--- src/design/lltri_pkg.sv ---
// shared types and constants for the laser line peak triangulator
`timescale 1ns / 1ps
package lltri_pkg;

  localparam int COORD_BITS = 12;
  localparam int CENTER_COL = 1280;
  localparam int CENTER_ROW = 960;
  localparam int DEN_OFFSET = 20 * 256 - CENTER_COL;
  localparam int SQRT_STEPS = 28;
  localparam int DIV_STEPS = 48;
  localparam int CNT_W = 6;
  localparam logic [35:0] RAD_BASE = 36'd32112640000;

  typedef enum logic [1:0] {
    SEL_X,
    SEL_Y,
    SEL_Z
  } sel_t;

  typedef enum logic [2:0] {
    CFG_THRESH,
    CFG_COL_FIRST,
    CFG_COL_LIMIT,
    CFG_ROW_FIRST,
    CFG_ROW_LIMIT,
    CFG_COS,
    CFG_SIN
  } cfg_idx_t;

  typedef struct packed {
    logic search;
    logic sq_init;
    logic sq_step;
    logic mul_load;
    sel_t sel;
    logic div_step;
    logic store;
  } cmd_t;

  typedef struct packed {
    logic emit;
  } stat_t;

endpackage

--- src/design/lltri_ctrl.sv ---
// sequencer for pixel intake, square root, multiply and divide passes
`timescale 1ns / 1ps
module lltri_ctrl
  import lltri_pkg::*;
(
  input  logic  clk,
  input  logic  rst,
  input  logic  in_valid,
  input  logic  row_end,
  input  logic  out_stall,
  input  stat_t stat,
  output logic  in_stall,
  output logic  out_valid,
  output cmd_t  cmd
);

  typedef enum logic [5:0] {
    IDLE = 6'b000001,
    SQI  = 6'b000010,
    SQR  = 6'b000100,
    MUL  = 6'b001000,
    DIV  = 6'b010000,
    STO  = 6'b100000
  } state_t;

  state_t state, state_next;
  logic [CNT_W-1:0] cnt, cnt_next;
  sel_t sel, sel_next;
  logic pend, pend_next;
  logic accept;
  logic store;

  assign accept = in_valid && (state == IDLE);
  assign store = (state == STO) && !pend;
  assign in_stall = (state != IDLE);
  assign out_valid = pend;

  always_comb begin
    state_next = state;
    sel_next = sel;
    cnt_next = '0;
    unique case (state)
      IDLE: begin
        if (accept && row_end && stat.emit) state_next = SQI;
      end
      SQI: begin
        state_next = SQR;
        sel_next = SEL_X;
      end
      SQR: begin
        cnt_next = cnt + 1'b1;
        if (cnt == CNT_W'(SQRT_STEPS - 1)) begin
          state_next = MUL;
          cnt_next = '0;
        end
      end
      MUL: state_next = DIV;
      DIV: begin
        cnt_next = cnt + 1'b1;
        if (cnt == CNT_W'(DIV_STEPS - 1)) begin
          state_next = STO;
          cnt_next = '0;
        end
      end
      STO: begin
        // hold until the previous point has left the output registers
        if (store) begin
          priority if (sel == SEL_Z) begin
            state_next = IDLE;
          end else if (sel == SEL_X) begin
            sel_next = SEL_Y;
            state_next = MUL;
          end else begin
            sel_next = SEL_Z;
            state_next = MUL;
          end
        end
      end
      default: state_next = IDLE;
    endcase
  end

  always_comb begin
    pend_next = pend;
    if (pend && !out_stall) pend_next = 1'b0;
    if (store && (sel == SEL_Z)) pend_next = 1'b1;
  end

  always_ff @(posedge clk) begin
    if (rst) begin
      state <= IDLE;
      cnt <= '0;
      sel <= SEL_X;
      pend <= 1'b0;
    end else begin
      state <= state_next;
      cnt <= cnt_next;
      sel <= sel_next;
      pend <= pend_next;
    end
  end

  always_comb begin
    cmd = '0;
    cmd.search = accept;
    cmd.sq_init = (state == SQI);
    cmd.sq_step = (state == SQR);
    cmd.mul_load = (state == MUL);
    cmd.sel = sel;
    cmd.div_step = (state == DIV);
    cmd.store = store;
  end

endmodule

--- src/design/lltri_datapath.sv ---
// config registers, peak search, square root, multiplier and divider
`timescale 1ns / 1ps
module lltri_datapath
  import lltri_pkg::*;
(
  input  logic                   clk,
  input  logic                   rst,
  input  cmd_t                   cmd,
  output stat_t                  stat,
  input  logic                   cfg_we,
  input  logic [2:0]             cfg_index,
  input  logic [15:0]            cfg_data,
  input  logic [7:0]             brightness,
  input  logic [COORD_BITS-1:0]  column,
  input  logic [COORD_BITS-1:0]  row,
  input  logic                   row_end,
  output logic signed [31:0]     point_x,
  output logic signed [31:0]     point_z,
  output logic signed [31:0]     point_y,
  output logic [COORD_BITS-1:0]  peak_column,
  output logic [COORD_BITS-1:0]  peak_row
);

  logic [7:0] peak_threshold;
  logic [11:0] col_first, row_first;
  logic [12:0] col_limit, row_limit;
  logic signed [15:0] turn_cosine, turn_sine;

  always_ff @(posedge clk) begin
    if (rst) begin
      peak_threshold <= 8'd128;
      col_first <= 12'd1280;
      col_limit <= 13'd2360;
      row_first <= 12'd200;
      row_limit <= 13'd960;
      turn_cosine <= 16'sd32767;
      turn_sine <= 16'sd0;
    end else if (cfg_we) begin
      unique case (cfg_idx_t'(cfg_index))
        CFG_THRESH:    peak_threshold <= cfg_data[7:0];
        CFG_COL_FIRST: col_first <= cfg_data[11:0];
        CFG_COL_LIMIT: col_limit <= cfg_data[12:0];
        CFG_ROW_FIRST: row_first <= cfg_data[11:0];
        CFG_ROW_LIMIT: row_limit <= cfg_data[12:0];
        CFG_COS:       turn_cosine <= $signed(cfg_data);
        CFG_SIN:       turn_sine <= $signed(cfg_data);
        default: ;
      endcase
    end
  end

  // peak search
  logic [7:0] best_value, bv_n;
  logic [COORD_BITS-1:0] best_column, bc_n;
  logic in_win, upd;

  assign in_win = (column >= col_first) && ({1'b0, column} < col_limit) &&
                  (row >= row_first) && ({1'b0, row} < row_limit);
  assign upd = in_win && (brightness > best_value);
  assign bv_n = upd ? brightness : best_value;
  assign bc_n = upd ? column : best_column;
  assign stat.emit = (bv_n > peak_threshold);

  always_ff @(posedge clk) begin
    if (rst) begin
      best_value <= '0;
      best_column <= '0;
    end else if (cmd.search) begin
      if (row_end) begin
        best_value <= '0;
        best_column <= '0;
      end else begin
        best_value <= bv_n;
        best_column <= bc_n;
      end
    end
  end

  // row capture
  logic signed [12:0] d;
  logic signed [12:0] g;
  logic [12:0] den;
  logic [COORD_BITS-1:0] cap_col, cap_row;

  always_ff @(posedge clk) begin
    if (cmd.search && row_end) begin
      cap_col <= bc_n;
      cap_row <= row;
      d <= $signed({1'b0, bc_n}) - 13'(CENTER_COL);
      g <= 13'(CENTER_ROW) - $signed({1'b0, row});
      den <= {1'b0, bc_n} + 13'(DEN_OFFSET);
    end
  end

  // square root, two radicand bits a step
  logic signed [16:0] d17, d20;
  logic [15:0] d20_mag;
  logic [31:0] d20_sq;
  logic [55:0] rad;
  logic [27:0] root;
  logic [29:0] rem;
  logic [31:0] rem_sh, trial;
  logic sq_ge;

  assign d17 = 17'(d);
  assign d20 = (d17 <<< 4) + (d17 <<< 2);
  assign d20_mag = d20[16] ? 16'(-d20) : d20[15:0];
  assign d20_sq = d20_mag * d20_mag;
  assign rem_sh = {rem, rad[55:54]};
  assign trial = {2'b00, root, 2'b01};
  assign sq_ge = (rem_sh >= trial);

  always_ff @(posedge clk) begin
    if (cmd.sq_init) begin
      rad <= {RAD_BASE + 36'(d20_sq), 20'd0};
      root <= '0;
      rem <= '0;
    end else if (cmd.sq_step) begin
      rem <= sq_ge ? 30'(rem_sh - trial) : rem_sh[29:0];
      root <= {root[26:0], sq_ge};
      rad <= {rad[53:0], 2'b00};
    end
  end

  // multiply and load divider
  logic signed [19:0] num, ma;
  logic signed [28:0] mb;
  logic signed [48:0] prod;
  logic [47:0] mag, dvd;
  logic [24:0] dvsr;

  assign num = (20'(d) <<< 6) + (20'(d) <<< 4);

  always_comb begin
    unique case (cmd.sel)
      SEL_X: begin
        ma = num;
        mb = 29'(turn_cosine);
      end
      SEL_Y: begin
        ma = num;
        mb = 29'(turn_sine);
      end
      SEL_Z: begin
        ma = 20'(g);
        mb = $signed({1'b0, root});
      end
      default: begin
        ma = num;
        mb = 29'(turn_cosine);
      end
    endcase
  end

  assign prod = ma * mb;
  assign mag = prod[48] ? 48'(-prod) : prod[47:0];
  assign dvd = (cmd.sel == SEL_Z) ? (mag << 6) : mag;
  assign dvsr = (cmd.sel == SEL_Z) ? (({12'd0, den} << 11) + ({12'd0, den} << 9))
                                   : {12'd0, den};

  // restoring divider, quotient shifts into the dividend register
  logic neg;
  logic [47:0] dq;
  logic [24:0] dv, rr;
  logic [25:0] r_sh;
  logic dv_ge;

  assign r_sh = {rr, dq[47]};
  assign dv_ge = (r_sh >= {1'b0, dv});

  always_ff @(posedge clk) begin
    if (cmd.mul_load) begin
      neg <= prod[48];
      dq <= dvd + 48'(dvsr >> 1);
      dv <= dvsr;
      rr <= '0;
    end else if (cmd.div_step) begin
      rr <= dv_ge ? 25'(r_sh - {1'b0, dv}) : r_sh[24:0];
      dq <= {dq[46:0], dv_ge};
    end
  end

  // sign and saturate
  logic signed [31:0] res;

  always_comb begin
    if (!neg) begin
      res = (dq > 48'h7FFF_FFFF) ? 32'sh7FFF_FFFF : $signed(dq[31:0]);
    end else begin
      res = (dq > 48'h8000_0000) ? 32'sh8000_0000 : $signed(-dq[31:0]);
    end
  end

  always_ff @(posedge clk) begin
    if (cmd.store) begin
      unique case (cmd.sel)
        SEL_X: point_x <= res;
        SEL_Y: point_y <= res;
        SEL_Z: point_z <= res;
        default: ;
      endcase
      peak_column <= cap_col;
      peak_row <= cap_row;
    end
  end

endmodule

--- src/design/laser_line_peak_triangulator_unit.sv ---
// top level of the laser line peak finder and triangulator
// throughput: one pixel per cycle inside a row; in_stall stays high after a row_end with a
//   point (28-step square root, 3 x 48-step divider), and longer while
//   the previous point still waits in the output registers
// reset: synchronous rst clears the sequencer and the peak search, loads register defaults
`timescale 1ns / 1ps
module laser_line_peak_triangulator_unit
  import lltri_pkg::*;
(
  input  logic                  clk,
  input  logic                  rst,
  input  logic                  cfg_we,
  input  logic [2:0]            cfg_index,
  input  logic [15:0]           cfg_data,
  input  logic                  in_valid,
  output logic                  in_stall,
  input  logic [7:0]            brightness,
  input  logic [COORD_BITS-1:0] column,
  input  logic [COORD_BITS-1:0] row,
  input  logic                  row_end,
  output logic                  out_valid,
  input  logic                  out_stall,
  output logic signed [31:0]    point_x,
  output logic signed [31:0]    point_z,
  output logic signed [31:0]    point_y,
  output logic [COORD_BITS-1:0] peak_column,
  output logic [COORD_BITS-1:0] peak_row
);

  cmd_t cmd;
  stat_t stat;

  lltri_ctrl u_ctrl (
    .clk       (clk),
    .rst       (rst),
    .in_valid  (in_valid),
    .row_end   (row_end),
    .out_stall (out_stall),
    .stat      (stat),
    .in_stall  (in_stall),
    .out_valid (out_valid),
    .cmd       (cmd)
  );

  lltri_datapath u_dp (
    .clk         (clk),
    .rst         (rst),
    .cmd         (cmd),
    .stat        (stat),
    .cfg_we      (cfg_we),
    .cfg_index   (cfg_index),
    .cfg_data    (cfg_data),
    .brightness  (brightness),
    .column      (column),
    .row         (row),
    .row_end     (row_end),
    .point_x     (point_x),
    .point_z     (point_z),
    .point_y     (point_y),
    .peak_column (peak_column),
    .peak_row    (peak_row)
  );

  a_hold_while_stalled: assert property (@(posedge clk) disable iff (rst)
    (out_valid && out_stall) |=> (out_valid && $stable(point_x) && $stable(point_z) &&
      $stable(point_y) && $stable(peak_column) && $stable(peak_row)))
    else $error("pending point changed while stalled");

  a_single_point: assert property (@(posedge clk) disable iff (rst)
    (out_valid && !out_stall) |=> !out_valid)
    else $error("point repeated");

  a_reset_quiet: assert property (@(posedge clk)
    rst |=> !out_valid)
    else $error("out_valid after reset");

  a_out_needs_row_end: assert property (@(posedge clk) disable iff (rst)
    $rose(in_stall) |-> $past(in_valid && row_end))
    else $error("busy without row_end");

endmodule
--- config.mk ---
export PLATFORM = sky130hd
export DESIGN_NAME = laser_line_peak_triangulator_unit
export DESIGN_NICKNAME = d
export VERILOG_FILES = /design/src/design/lltri_pkg.sv /design/src/design/lltri_ctrl.sv /design/src/design/lltri_datapath.sv /design/src/design/laser_line_peak_triangulator_unit.sv
export SDC_FILE = /design/constraint.sdc
export NUM_CORES = 2
export LEC_CHECK = 0
export BUFFER_PORTS_ARGS = -buffer_cell sky130_fd_sc_hd__buf_2
export CORE_MARGIN = 1
export CORE_UTILIZATION = 35
export DETAILED_ROUTE_END_ITERATION = 12
export SYNTH_ARGS = -nofsm -noshare
export SYNTH_HDL_FRONTEND = slang
export SYNTH_HIERARCHICAL = 1
export SYNTH_SLANG_ARGS = --single-unit
--- constraint.sdc ---
create_clock -name clk -period 16.3 [get_ports clk]
set_clock_uncertainty 0.05 [all_clocks]
set_input_delay 2.445 -clock clk [delete_from_list [all_inputs] [get_ports clk]]
set_output_delay 2.445 -clock clk [all_outputs]
set_load 0.005 [all_outputs]
==> flow_summary.json <==
{
  "status": "finished clean",
  "rsz0062_at_grt": "no",
  "grt_pass1_vias": 42400,
  "ys_seq_area_frac": 0.226,
  "finalHoldViolations": 0,
  "num_rows": 144,
  "antenna_found_initial": 3,
  "fin_crit_ns": 15.04,
  "grt_max_degree": 90,
  "cp_common_cell": "fa_1",
  "area_growth_syn_to_layout_pct": 9.50,
  "worst_pin_slew_ns": 1.36,
  "clockBufferDepth": 3,
  "cp.arrival_ns": 15.37,
  "synth_area_sq_mm": 0.0543,
  "hold_depth": 0,
  "synth.distinct_cells": 103,
  "end_kind": "flip-flop",
  "first_pass_iters": 6,
  "setup-tns-final_ns": 0,
  "fin_nets": 7225,
  "grt_pass1_wl_mm": 241,
  "drt_iter0_drc": 3182,
  "fp.dieArea_sq_mm": 0.157,
  "hpwl_mm": 122,
  "synth_area_per_cell_sq_um": 9.04,
  "portBuffers": 178,
  "crit_slowest_cell": "a21o_2",
  "insertion_delay_ns": 0.67,
  "avgRoutedWirePerCell_microns": 18.8,
  "cts_tree": "yes",
  "fp.dieH_microns": 396,
  "cts_num_sinks": 477,
  "hp-start": "u_dp/cap_row[4]$_DFFE_PP_",
  "slew_viol_final": 0,
  "synthCells": 6000,
  "cts-root-buf": "clkbuf_16",
  "r2r-start": "u_dp/d[0]$_DFFE_PP_",
  "drc": 0,
  "async_flop_share": 0,
  "cts_buffers": 55,
  "gp_congestion": 0.947,
  "ios": 179,
  "criticalPathCategory": "flip-flop to flip-flop",
  "ant_nets": 0,
  "die_w_microns": 396,
  "r2r_slack_ns": 1.26,
  "rr_endpoint": "u_dp/dq[46]$_DFFE_PP_",
  "fmax_ghz": 0.0665,
  "synth_seq_cells": 477,
  "start_util": 0.352,
  "vias": 42200,
  "wirelength_mm": 153,
  "cts_max_level": 2,
  "synth_edf_count": 269,
  "finalCritPeriodShare": 0.923,
  "reg2reg_depth": 53,
  "grt-ovfl-total": 0,
  "cp.required_ns": 16.63,
  "final_common_cell": "inv_1",
  "slew_headroom": 0.0837,
  "core-area_sq_mm": 0.154,
  "avgViaCountPerCell": 5.17,
  "hold_end": "u_dp/peak_row[4]$_DFFE_PP_",
  "maxCapViolations": 0,
  "critPathMaxStageDelay_ns": 0.56,
  "synth_fp_nets": 7161,
  "setup_viol": 0,
  "yosysWarningCount": 6,
  "cp_max_fo": 35,
  "final_cell_mix": "inv_1 (957), nand2_1 (765), fa_1 (704)",
  "min_path_type": "flip-flop to flip-flop",
  "synthFlopType": "edfxtp_1",
  "drive_gt1_frac": 0.0856,
  "grt_usage": 0.195,
  "clk_pin_slew_ns": 0.06,
  "cp-start-kind": "flip-flop"
}
==> critical path: cells and delay by family (launching register included) <==
kind	cells	cell delay, ns
buffers and inverters	4	0.56
and+or+nand+nor	13	2.92
DFF	1	0.46
xor gates and xnor gates	2	0.40
AOI/OAI and AO/OA	22	5.18
muxes	1	0.24
adders and majority gates	11	4.95
==> state kept, by name, indices dropped and copies added (netlist names), 16 cells and up <==
name / cells
u_dp/point_x: 32
u_dp/dv: 25
u_dp/dq: 48
u_dp/turn_cosine: 16
u_dp/rr: 25
u_dp/point_y: 32
u_dp/rad: 31
u_dp/turn_sine: 16
u_dp/rem: 30
u_dp/root: 28
u_dp/point_z: 32
==> per-stage QoR <==
stage	worst slack [ns]	util	instances	instance area, sq um	hold slack, ns
after global routing	0.117	0.386	8155	59400	0.375
after detailed placement	1.15	0.373	8051	57500	0.356
after CTS	1.05	0.386	8153	59400	0.364
after floorplan	1.66	-	6000	54300	0.350
final	1.26	0.386	8155	59400	0.366
after global placement	1.49	0.373	8051	57500	0.356
==> cell usage after synthesis, drive strengths merged, types with 13 or more instances <==
| master | number | share of area |
|---|---|---|
| inv | 962 | 0.067 |
| a211oi | 65 | 0.0090 |
| a211o | 21 | 0.0034 |
| buf | 31 | 0.0025 |
| o211ai | 28 | 0.0039 |
| nand2 | 765 | 0.053 |
| nor2b | 36 | 0.0042 |
| clkbuf | 221 | 0.015 |
| nand3b | 23 | 0.0032 |
| mux2 | 70 | 0.015 |
| a21oi | 297 | 0.027 |
| o311ai | 32 | 0.0052 |
| ha | 400 | 0.092 |
| or3 | 37 | 0.0044 |
| fa | 704 | 0.26 |
| and3 | 23 | 0.0027 |
| a21boi | 19 | 0.0026 |
| xor2 | 83 | 0.013 |
| and2 | 33 | 0.0038 |
| nor4 | 28 | 0.0041 |
| o21a | 25 | 0.0035 |
| nand4 | 36 | 0.0042 |
| nor2 | 587 | 0.041 |
| edfxtp | 269 | 0.15 |
| nand3 | 72 | 0.0066 |
| a31oi | 29 | 0.0033 |
| nand2b | 40 | 0.0046 |
| dfxtp | 208 | 0.077 |
| mux2i | 92 | 0.017 |
| o21ai | 157 | 0.014 |
| a22oi | 34 | 0.0047 |
| o31ai | 22 | 0.0031 |
| a21o | 103 | 0.014 |
| nand4b | 13 | 0.0021 |
| o21bai | 24 | 0.0033 |
| xnor2 | 155 | 0.025 |
| or2 | 37 | 0.0043 |
| nor3 | 66 | 0.0062 |
==> timing repair <==
item	CTS	global route
setup endpoints to repair	0	4
setup buffers	0	0
hold buffers	0	0
gates resized for setup	0	3
==> per-layer routing <==
layer,GRT usage,part of all wire,vias up
li1,-,-,19800
met3,0.0361,0.068,187
met5,0,0,-
met4,0.0577,0.030,0
met1,0.267,0.45,21000
met2,0.312,0.45,1276
==> layout make-up <==
| class | count | area (sq um) |
|---|---|---|
| tap | 2044 | 2560 |
| multi-input combinational | 4307 | 37600 |
| clock inverter | 34 | 443 |
| sequential | 477 | 12200 |
| inverter | 964 | 3620 |
| antenna | 2 | 5.00 |
| fill | 15500 | 94600 |
| timing repair buffer | 259 | 1500 |
| clock buffer | 68 | 1480 |
==> logic make-up (layout without fill, tap and decap cells) <==
kind of cell,count (synthesis),in the layout,share of synthesized area
and+or+nand+nor,1841,1841,0.151
muxes,162,162,0.0315
adders and majority gates,1104,1104,0.352
other,1,3,0.0000691
xor gates and xnor gates,238,238,0.0388
DFF,477,477,0.226
buffers and inverters,1216,1325,0.0844
AOI/OAI and AO/OA,961,961,0.117
==> worst max path at each step <==
stage	start	end	slack (ns)	cells past startpoint
after detailed placement	u_dp/d[0]$_DFFE_PP_	u_dp/dq[46]$_DFFE_PP_	1.15	53
after CTS	u_dp/d[0]$_DFFE_PP_	u_dp/dq[46]$_DFFE_PP_	1.05	53
after global routing	u_dp/d[0]$_DFFE_PP_	u_dp/dq[46]$_DFFE_PP_	0.12	53
after global placement	u_dp/d[0]$_DFFE_PP_	u_dp/dq[46]$_DFFE_PP_	1.49	53
final	u_dp/d[0]$_DFFE_PP_	u_dp/dq[46]$_DFFE_PP_	1.26	53
after floorplan	u_dp/d[0]$_DFFE_PP_	u_dp/dq[46]$_DFFE_PP_	1.66	59
Power is not shown: default switching activity piles up to over one toggle a cycle in this logic, so the estimate is an artifact.
